--- src/design/tvs_pkg.sv ---
package tvs_pkg;

  localparam int POS_W     = 32;  // coordinate port width
  localparam int OFF_W     = 33;  // neighbor minus vertex, exact
  localparam int CSUM_W    = 40;  // centroid accumulator
  localparam int NSUM_W    = 64;  // area normal accumulator
  localparam int NORM_BITS = 29;  // normal magnitudes are brought below 2^29
  localparam int MUL_W     = 33;  // shared multiplier operand width
  localparam int PROD_W    = 2 * MUL_W;
  localparam int DIV_W     = 96;  // divider dividend and quotient width
  localparam int DEN_W     = 64;  // divider divisor width
  localparam int DIV_CNT_W = $clog2(DIV_W);
  localparam int AVG_W     = 33;  // centroid component
  localparam int D_W       = 34;  // centroid minus vertex
  localparam int RES_W     = 66;  // result before saturation

  typedef enum logic [1:0] {
    ST_NORMAL      = 2'd0,
    ST_ZERO_NORMAL = 2'd1,
    ST_OVERFLOW    = 2'd2
  } status_t;

endpackage

--- src/design/tvs_mul.sv ---
module tvs_mul (
  input  logic                         clk,
  input  logic [tvs_pkg::MUL_W-1:0]    a,
  input  logic [tvs_pkg::MUL_W-1:0]    b,
  output logic [tvs_pkg::PROD_W-1:0]   prod
);
  import tvs_pkg::*;

  // unsigned magnitude product, registered
  always_ff @(posedge clk) begin
    prod <= a * b;
  end

endmodule

--- config.mk ---
export PLATFORM = sky130hd
export DESIGN_NAME = tvs_mul
export DESIGN_NICKNAME = d
export VERILOG_FILES = /design/src/design/tvs_pkg.sv /design/src/design/tvs_mul.sv
export SDC_FILE = /design/constraint.sdc
export NUM_CORES = 2
export LEC_CHECK = 0
export ABC_AREA = 1
export BUFFER_PORTS_ARGS = -buffer_cell sky130_fd_sc_hd__clkbuf_2
export CELL_PAD_IN_SITES_DETAIL_PLACEMENT = 1
export CELL_PAD_IN_SITES_GLOBAL_PLACEMENT = 1
export CORE_ASPECT_RATIO = 0.9
export CORE_MARGIN = 2
export CORE_UTILIZATION = 49
export DETAILED_ROUTE_END_ITERATION = 6
export PLACE_DENSITY_LB_ADDON = 0.1
export REMOVE_ABC_BUFFERS = 1
export SYNTH_ARGS = -nofsm -noshare
export SYNTH_HDL_FRONTEND = slang
export SYNTH_SLANG_ARGS = --single-unit
--- constraint.sdc ---
create_clock -name clk -period 7.8 [get_ports clk]
set_input_delay 0.39 -clock clk [delete_from_list [all_inputs] [get_ports clk]]
set_output_delay 0.39 -clock clk [all_outputs]
set_load 0.01 [all_outputs]
# After elaboration in Yosys (flattened, before gate mapping)
# Index checks and enable logic that the tools add are counted.
# Widths: inputs -> output; s select.
[classes]
n_mul = 1
[ops]
columns = ["operator", "count"]
rows = [
  ["$mul 33x33->66", 1],
]
[totals]
output_inout_bits = 66
register_bits = 66
in_bits = 67
wordCells = 2

# Logic depth before layout (Yosys ltp)
[logic_depth]
ltp_word = 1
depth_mapped = 33
mapped_depth_nobuf = 31

# Worst setup path after synthesis
# Ideal clock, no wire load.
[synth_timing]
path_kind = "input port to flip-flop"
from = "in a[29] in the netlist's numbering"
to = "reg prod[64] in the netlist's numbering"
cell_stages = 27
setup_slack_ns = 1.351
required_ns = 7.688
t_arrival_ns = 6.336
path_buffers = 2
setup_ns = 0.112
cell_sequence = "clkbuf_1 > clkbuf_1 > nand2_1 > fa_1 > inv_1 > fa_1 > fa_1 > inv_1 > fa_1 > inv_1 > fa_1 > fa_1 > fa_1 > inv_1 > fa_1 > inv_1 > ha_1 > nand2_2 > inv_1 > a21oi_1 > nand2_1 > nand2_1 > nand2_1 > a21oi_1 > nand2_1 > nand2_1 > nand2_1"
[synth_between]
elab_chain_len = 1
[synth_rtl]
columns = ["item", "line", "text"]
rows = [
  ["start: declaration", "tvs_mul.sv:3", "input logic [tvs_pkg::MUL_W-1:0] a,"],
  ["$mul 33x33->66", "tvs_mul.sv:11", "prod <= a * b;"],
  ["end signal: assignment", "tvs_mul.sv:11", ""],
  ["end: declaration", "tvs_mul.sv:5", "output logic [tvs_pkg::PROD_W-1:0] prod"],
]
# No other way between the ends.

# Worst setup path in the final report
[layout_timing]
from = "in b[9] in the netlist's numbering"
to = "reg prod[63] in the netlist's numbering"
[layout_between]
elab_chain_len = 1
[layout_rtl]
columns = ["item", "line", "text"]
rows = [
  ["start: declaration", "tvs_mul.sv:4", "input logic [tvs_pkg::MUL_W-1:0] b,"],
  ["$mul 33x33->66", "tvs_mul.sv:11", ""],
]
# No other way between the ends.

==> reports/metrics.csv <==
stage,metric,value,unit
status,status,completed,
global_routing,global-route usage over all layers,0.333,
layout,final core occ,0.525,
layout,Reg with most FFs,prod,
clock_network,clk sink count,66,
layout,Top Registers,prod: 66 flops,
clock_network,setup repair bufs after CTS,0,
logic_synthesis,register area share after synthesis,0.0332,
logic_synthesis,syn avg cell area,7.37,um2
floorplan,Die Y,274,um
floorplan,Die X,304,um
clock_network,clock transition at the registers of the reported paths,0.08,ns
timing,count of final hold-check violations,0,
layout,Area Growth Syn to Fin,6.51,%
place,dpl ws,0.319,ns
detailed_routing,DRT Pass-1 Iters,7,
place,placed instance count,6498,
detailed_routing,total number of vias,32400,
layout,Layout fillers,10500,
global_routing,total grt overflow,0,
critical_path,Crit path largest cell delay,0.64,ns
layout,"non-filler cells, final",6515,
detailed_routing,vias per std cell,4.97,
clock_network,CTS tree,built,
critical_path,Setup Crit Path Kind,in2reg,
clock_network,Resized cells post-CTS,0,
place,RD Place Congestion,0.926,
timing,TNS Setup,0,ns
timing,Final Setup Violations,0,
clock_network,CTS root buffer,clkbuf_16,
timing,pins over their slew limit,0,
logic_synthesis,post-synthesis cell type count,29,
timing,FMAX,139,MHz
global_routing,first-pass GRT wire length,210000,um
detailed_routing,drt wl/cell,20.4,um
timing,Slew HR,0.314,
detailed_routing,drt total wl,133000,um
timing,unrepaired setup endpoints after global routing,no,
flow_run,max-cap viol count,0,
global_routing,antenna violations before repair,3,
detailed_routing,# DRC,0,
layout,Final Net Count,6739,
clock_network,cts bufs inserted,9,
critical_path,CP Capture Point,prod[63]$_DFF_P_,
timing,Final period util,0.920,
logic_synthesis,Gate Count Post-Synth,5406,
critical_path,crit end category,flip-flop,
critical_path,Crit Path Max Fanout,23,
critical_path,CP Data Required Time,8.08,ns
logic_synthesis,Synthesis Warnings,0,
place,Port Buf Inserts,132,
clock_network,H-tree levels,3,
clock_network,hold buffer count at CTS,0,
detailed_routing,First DRT Iteration DRCs,1912,
global_routing,vias in the first global route,36200,
logic_synthesis,post-synthesis sequential element count,66,
clock_network,clk buf depth,2,
critical_path,Startpoint Class,input pin,
critical_path,Crit path arrival time,7.45,ns
critical_path,Critical Path Source,b[9],
global_routing,largest net degree at the start of global routing,29,
logic_synthesis,Post-Syn Area,39800,um2
hold_path,worst min path class,in2reg,
place,HPWL after DPL,117000,um
floorplan,Core Box Area,80800,um2
floorplan,die area,83600,um2
timing,Final WS setup,0.622,ns
layout,fraction of layout instances using a drive strength above 1,0.0653,
timing,worst slew pin tran,1.03,ns
detailed_routing,Detail Route Antenna Nets,0,
floorplan,Starting Density,0.493,
layout,max reg flops,66,
floorplan,Std-Cell Rows,99,
timing,min Tclk post-route,7.18,ns
critical_path,highest-delay cell along the critical path,clkbuf_2,
floorplan,I/O Pins,133,
[through the flow]
| stage | hold slack (ns) | instance area (um2) |
|---|---|---|
| floorplan | 0.483 | 38800 |
| global placement | 0.777 | 42100 |
| detailed placement | 0.781 | 42100 |
| CTS | 0.935 | 42400 |
| global route | 0.987 | 42400 |
| finish | 0.976 | 42400 |
[layout make-up]
cell class / count / area [um2] / area share
repair buffers: 296 / 1950 / 0.0461
well taps: 1060 / 1330 / 0.0313
clock inverters: 7 / 75.1 / 0.00177
diodes: 1 / 2.50 / 0.0000590
flip-flops and latches: 66 / 1320 / 0.0312
multi-input cells: 3174 / 30400 / 0.716
clock buffers: 9 / 225 / 0.00531
inverters: 1902 / 7140 / 0.168
[worst max-delay path, delay by kind of cell]
family          cells  cell delay [ns]
fa+ha+maj           9             4.59
buf+inv             7             0.98
compound gates      2             0.50
simple gates        8             0.95
[how the worst min path moves through the flow]
stage | start | to | cells after the start
after floorplan | a[0] | prod[0]$_DFF_P_ | 2
after global placement | prod[14]$_DFF_P_ | prod[14] | 1
after detailed placement | prod[6]$_DFF_P_ | prod[6] | 1
after CTS | b[0] | prod[0]$_DFF_P_ | 4
after global routing | b[0] | prod[0]$_DFF_P_ | 4
final | b[0] | prod[0]$_DFF_P_ | 4
[cell usage after synthesis]
cell type | instances | area (um2)
inv_1 | 1892 | 7100
nand2_1 | 1652 | 6200
fa_1 | 958 | 19200
ha_1 | 265 | 3320
clkbuf_1 | 264 | 991
nor2_1 | 96 | 360
dfxtp_1 | 66 | 1320
nand3_1 | 51 | 255
a21oi_1 | 42 | 210
xor2_1 | 31 | 272
nand4_1 | 13 | 81.3
nor2_2 | 13 | 81.3
inv_2 | 10 | 37.5
nor3_1 | 10 | 50.1
nand3_2 | 8 | 80.1
o21bai_1 | 8 | 60.1
nand2_2 | 5 | 31.3
xnor2_1 | 5 | 43.8
nor3_2 | 3 | 30.0
nor2_4 | 2 | 22.5
o21ai_0 | 2 | 10.0
o21ai_1 | 2 | 10.0
o21bai_2 | 2 | 22.5
and2_1 | 1 | 6.26
and3_1 | 1 | 6.26
and3b_1 | 1 | 8.76
nor3_4 | 1 | 16.3
nor4_1 | 1 | 6.26
o211ai_1 | 1 | 7.51
[logic make-up (layout without fill, tap and decap cells)]
group	count (synthesis)	count (layout)	share of synthesized area
compound gates	57	57	0.00804
xor+xnor	36	36	0.00792
fa+ha+maj	1223	1223	0.565
buf+inv	2166	2214	0.204
flops	66	66	0.0332
other cells	0	1	0
simple gates	1858	1858	0.182
[per-layer routing]
layer  wire [um]  up-vias  GRT usage
met3        9290      159     0.0558
met2       60600      922      0.542
met5          16        -          0
met4        3410        2     0.0789
met1       59700    16700      0.466
li1            -    14600          -
[placed cells by master, fill, tap and decap left out, drive strengths merged]
cell type,count
clkinv,3
xnor2,5
inv,1905
diode,1
buf,164
xor2,31
dfxtp,66
clkbuf,141
nand2,1657
nor4,1
o21bai,10
bufinv,1
nor2,111
and3b,1
and2,1
nand3,59
o211ai,1
ha,265
nand4,13
nor3,14
o21ai,4
a21oi,42
and3,1
fa,958
Power is left out: the tool's default activity adds up to more than one toggle a clock period on the data nets, which glitch-free logic cannot reach.
