`src/design/tvs_pkg.sv`:
```
package tvs_pkg;

  localparam int POS_W     = 32;  // coordinate port width
  localparam int OFF_W     = 33;  // neighbor minus vertex, exact
  localparam int CSUM_W    = 40;  // centroid accumulator
  localparam int NSUM_W    = 64;  // area normal accumulator
  localparam int NORM_BITS = 29;  // normal magnitudes are brought below 2^29
  localparam int MUL_W     = 33;  // shared multiplier operand width
  localparam int PROD_W    = 2 * MUL_W;
  localparam int DIV_W     = 96;  // divider dividend and quotient width
  localparam int DEN_W     = 64;  // divider divisor width
  localparam int DIV_CNT_W = $clog2(DIV_W);
  localparam int AVG_W     = 33;  // centroid component
  localparam int D_W       = 34;  // centroid minus vertex
  localparam int RES_W     = 66;  // result before saturation

  typedef enum logic [1:0] {
    ST_NORMAL      = 2'd0,
    ST_ZERO_NORMAL = 2'd1,
    ST_OVERFLOW    = 2'd2
  } status_t;

endpackage

```
`src/design/tvs_div.sv`:
```
module tvs_div (
  input  logic                        clk,
  input  logic                        rst,
  input  logic                        start,
  input  logic [tvs_pkg::DIV_W-1:0]   dividend,
  input  logic [tvs_pkg::DEN_W-1:0]   divisor,
  output logic                        done,
  output logic [tvs_pkg::DIV_W-1:0]   quotient
);
  import tvs_pkg::*;

  logic [DEN_W-1:0]     rem;
  logic [DEN_W-1:0]     dvs;
  logic [DIV_W-1:0]     quo;
  logic [DIV_CNT_W-1:0] cnt;
  logic                 busy;
  logic [DEN_W:0]       rem_sh;
  logic [DEN_W:0]       rem_sub;
  logic                 fits;

  // restoring division, one quotient bit a cycle
  always_comb begin
    rem_sh  = {rem, quo[DIV_W-1]};
    fits    = rem_sh >= {1'b0, dvs};
    rem_sub = rem_sh - {1'b0, dvs};
  end

  always_ff @(posedge clk) begin
    if (rst) begin
      busy <= 1'b0;
      done <= 1'b0;
      cnt  <= '0;
    end else begin
      done <= 1'b0;
      if (start) begin
        rem  <= '0;
        quo  <= dividend;
        dvs  <= divisor;
        cnt  <= '0;
        busy <= 1'b1;
      end else if (busy) begin
        rem <= fits ? rem_sub[DEN_W-1:0] : rem_sh[DEN_W-1:0];
        quo <= {quo[DIV_W-2:0], fits};
        cnt <= cnt + 1'b1;
        if (cnt == DIV_CNT_W'(DIV_W - 1)) begin
          busy <= 1'b0;
          done <= 1'b1;
        end
      end
    end
  end

  assign quotient = quo;

endmodule

```
`config.mk`:
```
export PLATFORM = sky130hd
export DESIGN_NAME = tvs_div
export DESIGN_NICKNAME = d
export VERILOG_FILES = /design/src/design/tvs_pkg.sv /design/src/design/tvs_div.sv
export SDC_FILE = /design/constraint.sdc
export NUM_CORES = 1
export LEC_CHECK = 0
export BUFFER_PORTS_ARGS = -buffer_cell sky130_fd_sc_hd__buf_2
export CORE_MARGIN = 4
export CORE_UTILIZATION = 56
export CTS_CLUSTER_SIZE = 8
export DETAILED_ROUTE_END_ITERATION = 10
export PLACE_DENSITY = 0.77
export SLEW_MARGIN = 20
export SYNTH_ARGS = -nofsm -noshare
export SYNTH_HDL_FRONTEND = slang
export SYNTH_SLANG_ARGS = --single-unit
```
`constraint.sdc`:
```
create_clock -name clk -period 14.13 [get_ports clk]
set_input_delay 2.826 -clock clk [delete_from_list [all_inputs] [get_ports clk]]
set_output_delay 2.826 -clock clk [all_outputs]
set_load 0.05 [all_outputs]
```
[Yosys cells after proc, flatten, opt, wreduce, memory -nomap -nowiden]
Index checks and enable logic that the tools add are counted.
Operators by class
  add/subtract/negate cells: 2
  equality and inequality tests: 1
  $lt $le $gt $ge: 1
  bitwise gates (word level): 2
  muxes and demuxes: 8
  reduce and logical (&&, ||, !) cells: 5
Operators by type and width (count)
  $mux 96: 2
  $mux 64: 2
  $ge 65x64->1: 1
  $sub 64x64->64: 1
  $add 7x1->7 const B: 1
  $eq 7x7->1 const B: 1
  $mux 1: 4
  $reduce_and 2->1: 2
  $reduce_or 3->1: 1
  $not 1->1: 2
  $reduce_bool 2->1: 1
  $reduce_or 2->1: 1
Word-level totals
  output and inout bits: 97
  register bits: 233
  logic and storage cells: 25
  input bits: 163

[Depth between registers and ports, before layout]
  depth after elaboration: 4
  gate-level depth with buffers: 16
  mapped depth without buffers: 14

[Worst setup path before layout]
Ideal clock, no wire load.
  kind: input -> register
  start: input port start
  end: register quo[0], in the netlist quotient[0], enable pin
  cell stages on the path: 5
  setup time: 682 ps
  setup slack: 3090 ps
  data arrival time: 10359 ps
  required time: 13448 ps
  buffers on the path: 3
  cell sequence: clkbuf_1 -> clkbuf_1 -> clkbuf_1 -> nor2_1 -> nor2_1
On the way
  cells in the longest elaborated chain, start to end: 2
Ends and longest elaborated chain
  start, declared: line tvs_div.sv:4  | input logic start,
  $reduce_bool 2->1 (no source line)
  $reduce_and 2->1 (no source line)
  end signal, assigned: line tvs_div.sv:37  | quo <= dividend;
  end signal, assigned: line tvs_div.sv:43  | quo <= {quo[DIV_W-2:0], fits};
  end, declared: line tvs_div.sv:14  | logic [DIV_W-1:0] quo;
No other way between the ends.
A chain may end at the register's enable or synchronous reset.

[Worst setup path in the final report]
  start: input port start
  end: register rem[29], enable pin
On the way
  cells in the longest elaborated chain, start to end: 2
Ends and longest elaborated chain
  $reduce_bool 2->1 (no source line)
  $reduce_and 2->1 (no source line)
  end signal, assigned: line tvs_div.sv:42  | rem <= fits ? rem_sub[DEN_W-1:0] : rem_sh[DEN_W-1:0];
  end, declared: line tvs_div.sv:12  | logic [DEN_W-1:0] rem;
No other way between the ends.

==> impl_summary.md <==
Floorplan
The die span in y is 162 um. From left edge to right edge, the die measures 162 um. For this design the top-level I/O count stands at 260. Row generation in the floorplan step produced 56 rows. For this configuration, the core starts out at a cell density of 0.567. The die area is 0.0262 sq mm.

The region available for standard cell placement spans 0.0234 sq mm.

Worst hold path
The path with the worst hold slack has its endpoint at cnt[6]. The number of cells on the worst hold path is 2. The startpoint identified for the worst hold timing path is cnt[6]. The worst hold path belongs to the class register to register.

Routing
The vias after detailed routing is 9757. The first routing iteration left 654 violations. After detailed routing, the average wire length per cell comes to 17.8 um. For this block, the routed nets add up to 31300 um of wire.

The number of nets with antenna violations after routing is 0. The number of search-and-repair iterations in the first detailed-routing pass is 5. The final routed DRC violation total is 0.

The detailed-route vias per instance is 5.56.

Critical path
The worst endpoint data arrival time is 5.33 ns. The setup path with the least slack is of type input port to register. The maximum fanout along the worst path is 94.

The critical path goes through buf_6, nor2_1, nor2_4, buf_4. The startpoint of the worst register-to-register path is rem[2]. In this run the register-to-register setup slack is 9.61 ns. The worst register-to-register path ends at rem[11].

For the worst flop-to-flop path, the logic depth is 13. The nature of the critical path endpoint is a register. STA classifies the critical path startpoint as an input port.

Data on the critical path is required at its endpoint by 14.24 ns. In this design, the stage delay of the slowest critical-path cell is 0.82 ns. The slowest stage of the critical path belongs to the cell sky130_fd_sc_hd__buf_4.

Status
The flow ran to the end, and the final reports show no timing, DRC or antenna violations.

Layout
The area added between synthesis and finish is 19.2%. 0 antenna diodes ended up in the layout. In the final layout, flip-flops and latches occupy 0.00691 sq mm.

The fill cell instance count of the final layout is 1912. Excluding fillers, the count of instances in the completed layout stands at 1754. In the final layout, the share of cells above drive strength 1 is 0.293. The multi-input combinational cells in the finished layout cover a total of 0.00582 sq mm. The number of nets in the final layout is 1643. The post-route core utilization is 0.676. Once layout is done, the placed cells without fillers occupy 0.0158 sq mm.

Timing
In the post-route analysis, the smallest setup slack over all paths is 8.92 ns. The final critical-path share of the clock period is 0.369. Between clock sinks in the finished design, the worst skew comes to 0.0180 ns.

In this run the tightest slew margin relative to its limit is 0.320. The total count of max-transition violations in the final report is 0. The worst hold slack is 0.497 ns.

The count of endpoints failing hold in the final timing report is 0. At the pin with the least slew margin, the transition time is 1.02 ns. The fmax is 192 MHz. The count of endpoints failing setup in the final report is 0. The clock period minus final worst setup slack is 5.21 ns. Setup repair after global routing left no endpoint under its margin. The final sum of negative setup slack is 0 ns.

GRT
The number of global-route vias before repair is 10100. The wire length of the first global-routing pass is 50800 um. The largest net degree at the start of global routing is 95.

The initial antenna violation count is 8. For this run, the total global-route usage over all layers was measured as 0.237. The total overflow left after global routing is 0.

Synth
The count of unique library cells instantiated by Yosys is 68. The share of Yosys cell area claimed by the top area cell type is 0.507. The sequential-to-total area share from yosys stat is 0.520.

The average cell area after synthesis is 11.4 sq um. The cell area after technology mapping is 0.0133 sq mm. The largest total area in the synthesized netlist belongs to sky130_fd_sc_hd__edfxtp_1. The register bit count reported by yosys is 233. During synthesis, Yosys emitted a total of 0 warnings. The commonest register cell after synthesis is sky130_fd_sc_hd__edfxtp_1. Among all cell types in the netlist, the one instantiated most often is sky130_fd_sc_hd__edfxtp_1.

Synthesis produced a netlist with a net count of 1391. Sorting the synthesized cells by area gives the leading types as sky130_fd_sc_hd__edfxtp_1 51%, sky130_fd_sc_hd__mux2_2 8.3%, sky130_fd_sc_hd__ha_1 6.1%. The number of cells produced by synthesis is 1162. The async set-or-reset flop fraction in the synthesized netlist is 0.

In this run, synthesis inferred 224 flip-flops with an integrated enable. The commonest cells after synthesis are 224 x sky130_fd_sc_hd__edfxtp_1, 109 x sky130_fd_sc_hd__nor2_1, 98 x sky130_fd_sc_hd__mux2_2.

Clock network
The count of H-tree levels built during CTS is 2. The number of resized instances in the post-cts repair step is 0. The worst-skew pair later-pin latency is 0.50 ns. The count of hold-fix buffers inserted at cts is 0. After clock tree synthesis, the clock-pin slew on the worst setup and hold paths is 0.05 ns.

In this run the clock root is driven by a sky130_fd_sc_hd__clkbuf_16. TritonCTS built the clock tree. The clock passes through at most 3 buffers.

The number of buffers added for setup after CTS is 0. The number of buffers inserted during clock tree synthesis is 35. The clock net in this run drives a total of 233 sinks.

Pwr
The total power of the final layout is 2.16 mW. In this run the power density over the cells is 137 mW/mm^2. The cell leakage power is 6.79 nW. The peak ir drop on the vdd network is 0.137 mV.

Placement
At the end of routability-driven placement, the weighted congestion stood at 0.894. The number of port buffers is 259. The post-detailed-placement cell area is 0.0148 sq mm. The worst setup slack before clock tree synthesis is 8.40 ns. The final HPWL from detailed placement is 22700 um. The number of cells in the design after placement is 1696.

Run
The max-capacitance violation count is 0.
==> power by group <==
group | total (mW) | internal [mW] | switching, mW
Clock | 0.768 | 0.475 | 0.293
Sequential | 0.858 | 0.831 | 0.0266
Combinational | 0.536 | 0.207 | 0.328
==> cell type report <==
class,count,share of cell area
clock buffers,56,0.0623
repair buffers,265,0.0851
inverters,89,0.0211
clock inverters,2,0.00206
flip-flops and latches,233,0.436
multi-input cells,790,0.368
well taps,319,0.0252
==> worst max-delay path by stage <==
stage	start	end	slack (ns)	cells after the start
6_report	start	rem[29]	8.92	4
5_1_grt	start	rem[29]	8.70	4
4_1_cts	start	rem[26]	8.92	4
3_5_place_dp	start	rem[20]	8.40	4
3_3_place_gp	start	rem[22]	8.47	4
2_1_floorplan	start	quotient[0]	3.09	5
==> metal layers <==
layer / wire, um / global-route usage
met1: 12600 / 0.294
met2: 15200 / 0.405
met3: 2530 / 0.0700
met4: 794 / 0.0650
met5: 99 / 0
==> cell families after synthesis <==
kind of cell               Yosys count  share of synthesized area
AOI/OAI and AO/OA                  249                      0.125
xor gates and xnor gates            59                     0.0389
adders and majority gates           66                     0.0628
buffers and inverters              139                     0.0424
DFF                                233                      0.520
muxes                              143                      0.117
and+or+nand+nor                    273                     0.0939
==> sequential cells by signal, indices dropped and copies added (netlist names) <==
name,cells
quotient,96
rem,64
cnt,7
busy,1
dvs,64
done,1
==> critical path, delay by kind of cell <==
kind,cells,cell delay (ns)
simple gates,2,1.00
buf+inv,2,1.38
==> cells in the final DEF (no fill, tap or decap), types with 4 or more instances in the layout <==
master,netlist,routed
sky130_fd_sc_hd__mux2i_1,45,45
sky130_fd_sc_hd__o21ai_0,37,37
sky130_fd_sc_hd__nor3_1,15,15
sky130_fd_sc_hd__inv_1,89,89
sky130_fd_sc_hd__nand2_1,66,66
sky130_fd_sc_hd__nor2_1,109,107
sky130_fd_sc_hd__ha_1,65,65
sky130_fd_sc_hd__xor2_1,28,28
sky130_fd_sc_hd__o21a_1,7,7
sky130_fd_sc_hd__nand3_1,18,18
sky130_fd_sc_hd__nor2b_1,5,5
sky130_fd_sc_hd__buf_2,3,258
sky130_fd_sc_hd__nand4_1,20,20
sky130_fd_sc_hd__o21bai_1,13,13
sky130_fd_sc_hd__a221oi_1,4,4
sky130_fd_sc_hd__clkbuf_16,0,36
sky130_fd_sc_hd__or2_2,7,7
sky130_fd_sc_hd__buf_4,2,6
sky130_fd_sc_hd__a31oi_1,9,9
sky130_fd_sc_hd__mux2_2,98,98
sky130_fd_sc_hd__dfxtp_1,9,9
sky130_fd_sc_hd__a21oi_1,78,78
sky130_fd_sc_hd__o211ai_1,6,6
sky130_fd_sc_hd__clkbuf_1,41,19
sky130_fd_sc_hd__xnor2_1,31,31
sky130_fd_sc_hd__and3_1,8,8
sky130_fd_sc_hd__a21boi_0,4,4
sky130_fd_sc_hd__or3_1,5,5
sky130_fd_sc_hd__edfxtp_1,224,224
sky130_fd_sc_hd__and2_1,4,4
sky130_fd_sc_hd__a211oi_1,18,18
sky130_fd_sc_hd__a21o_1,40,40
sky130_fd_sc_hd__nor3b_1,4,4
No activity file was read; power rests on OpenSTA's default activity.
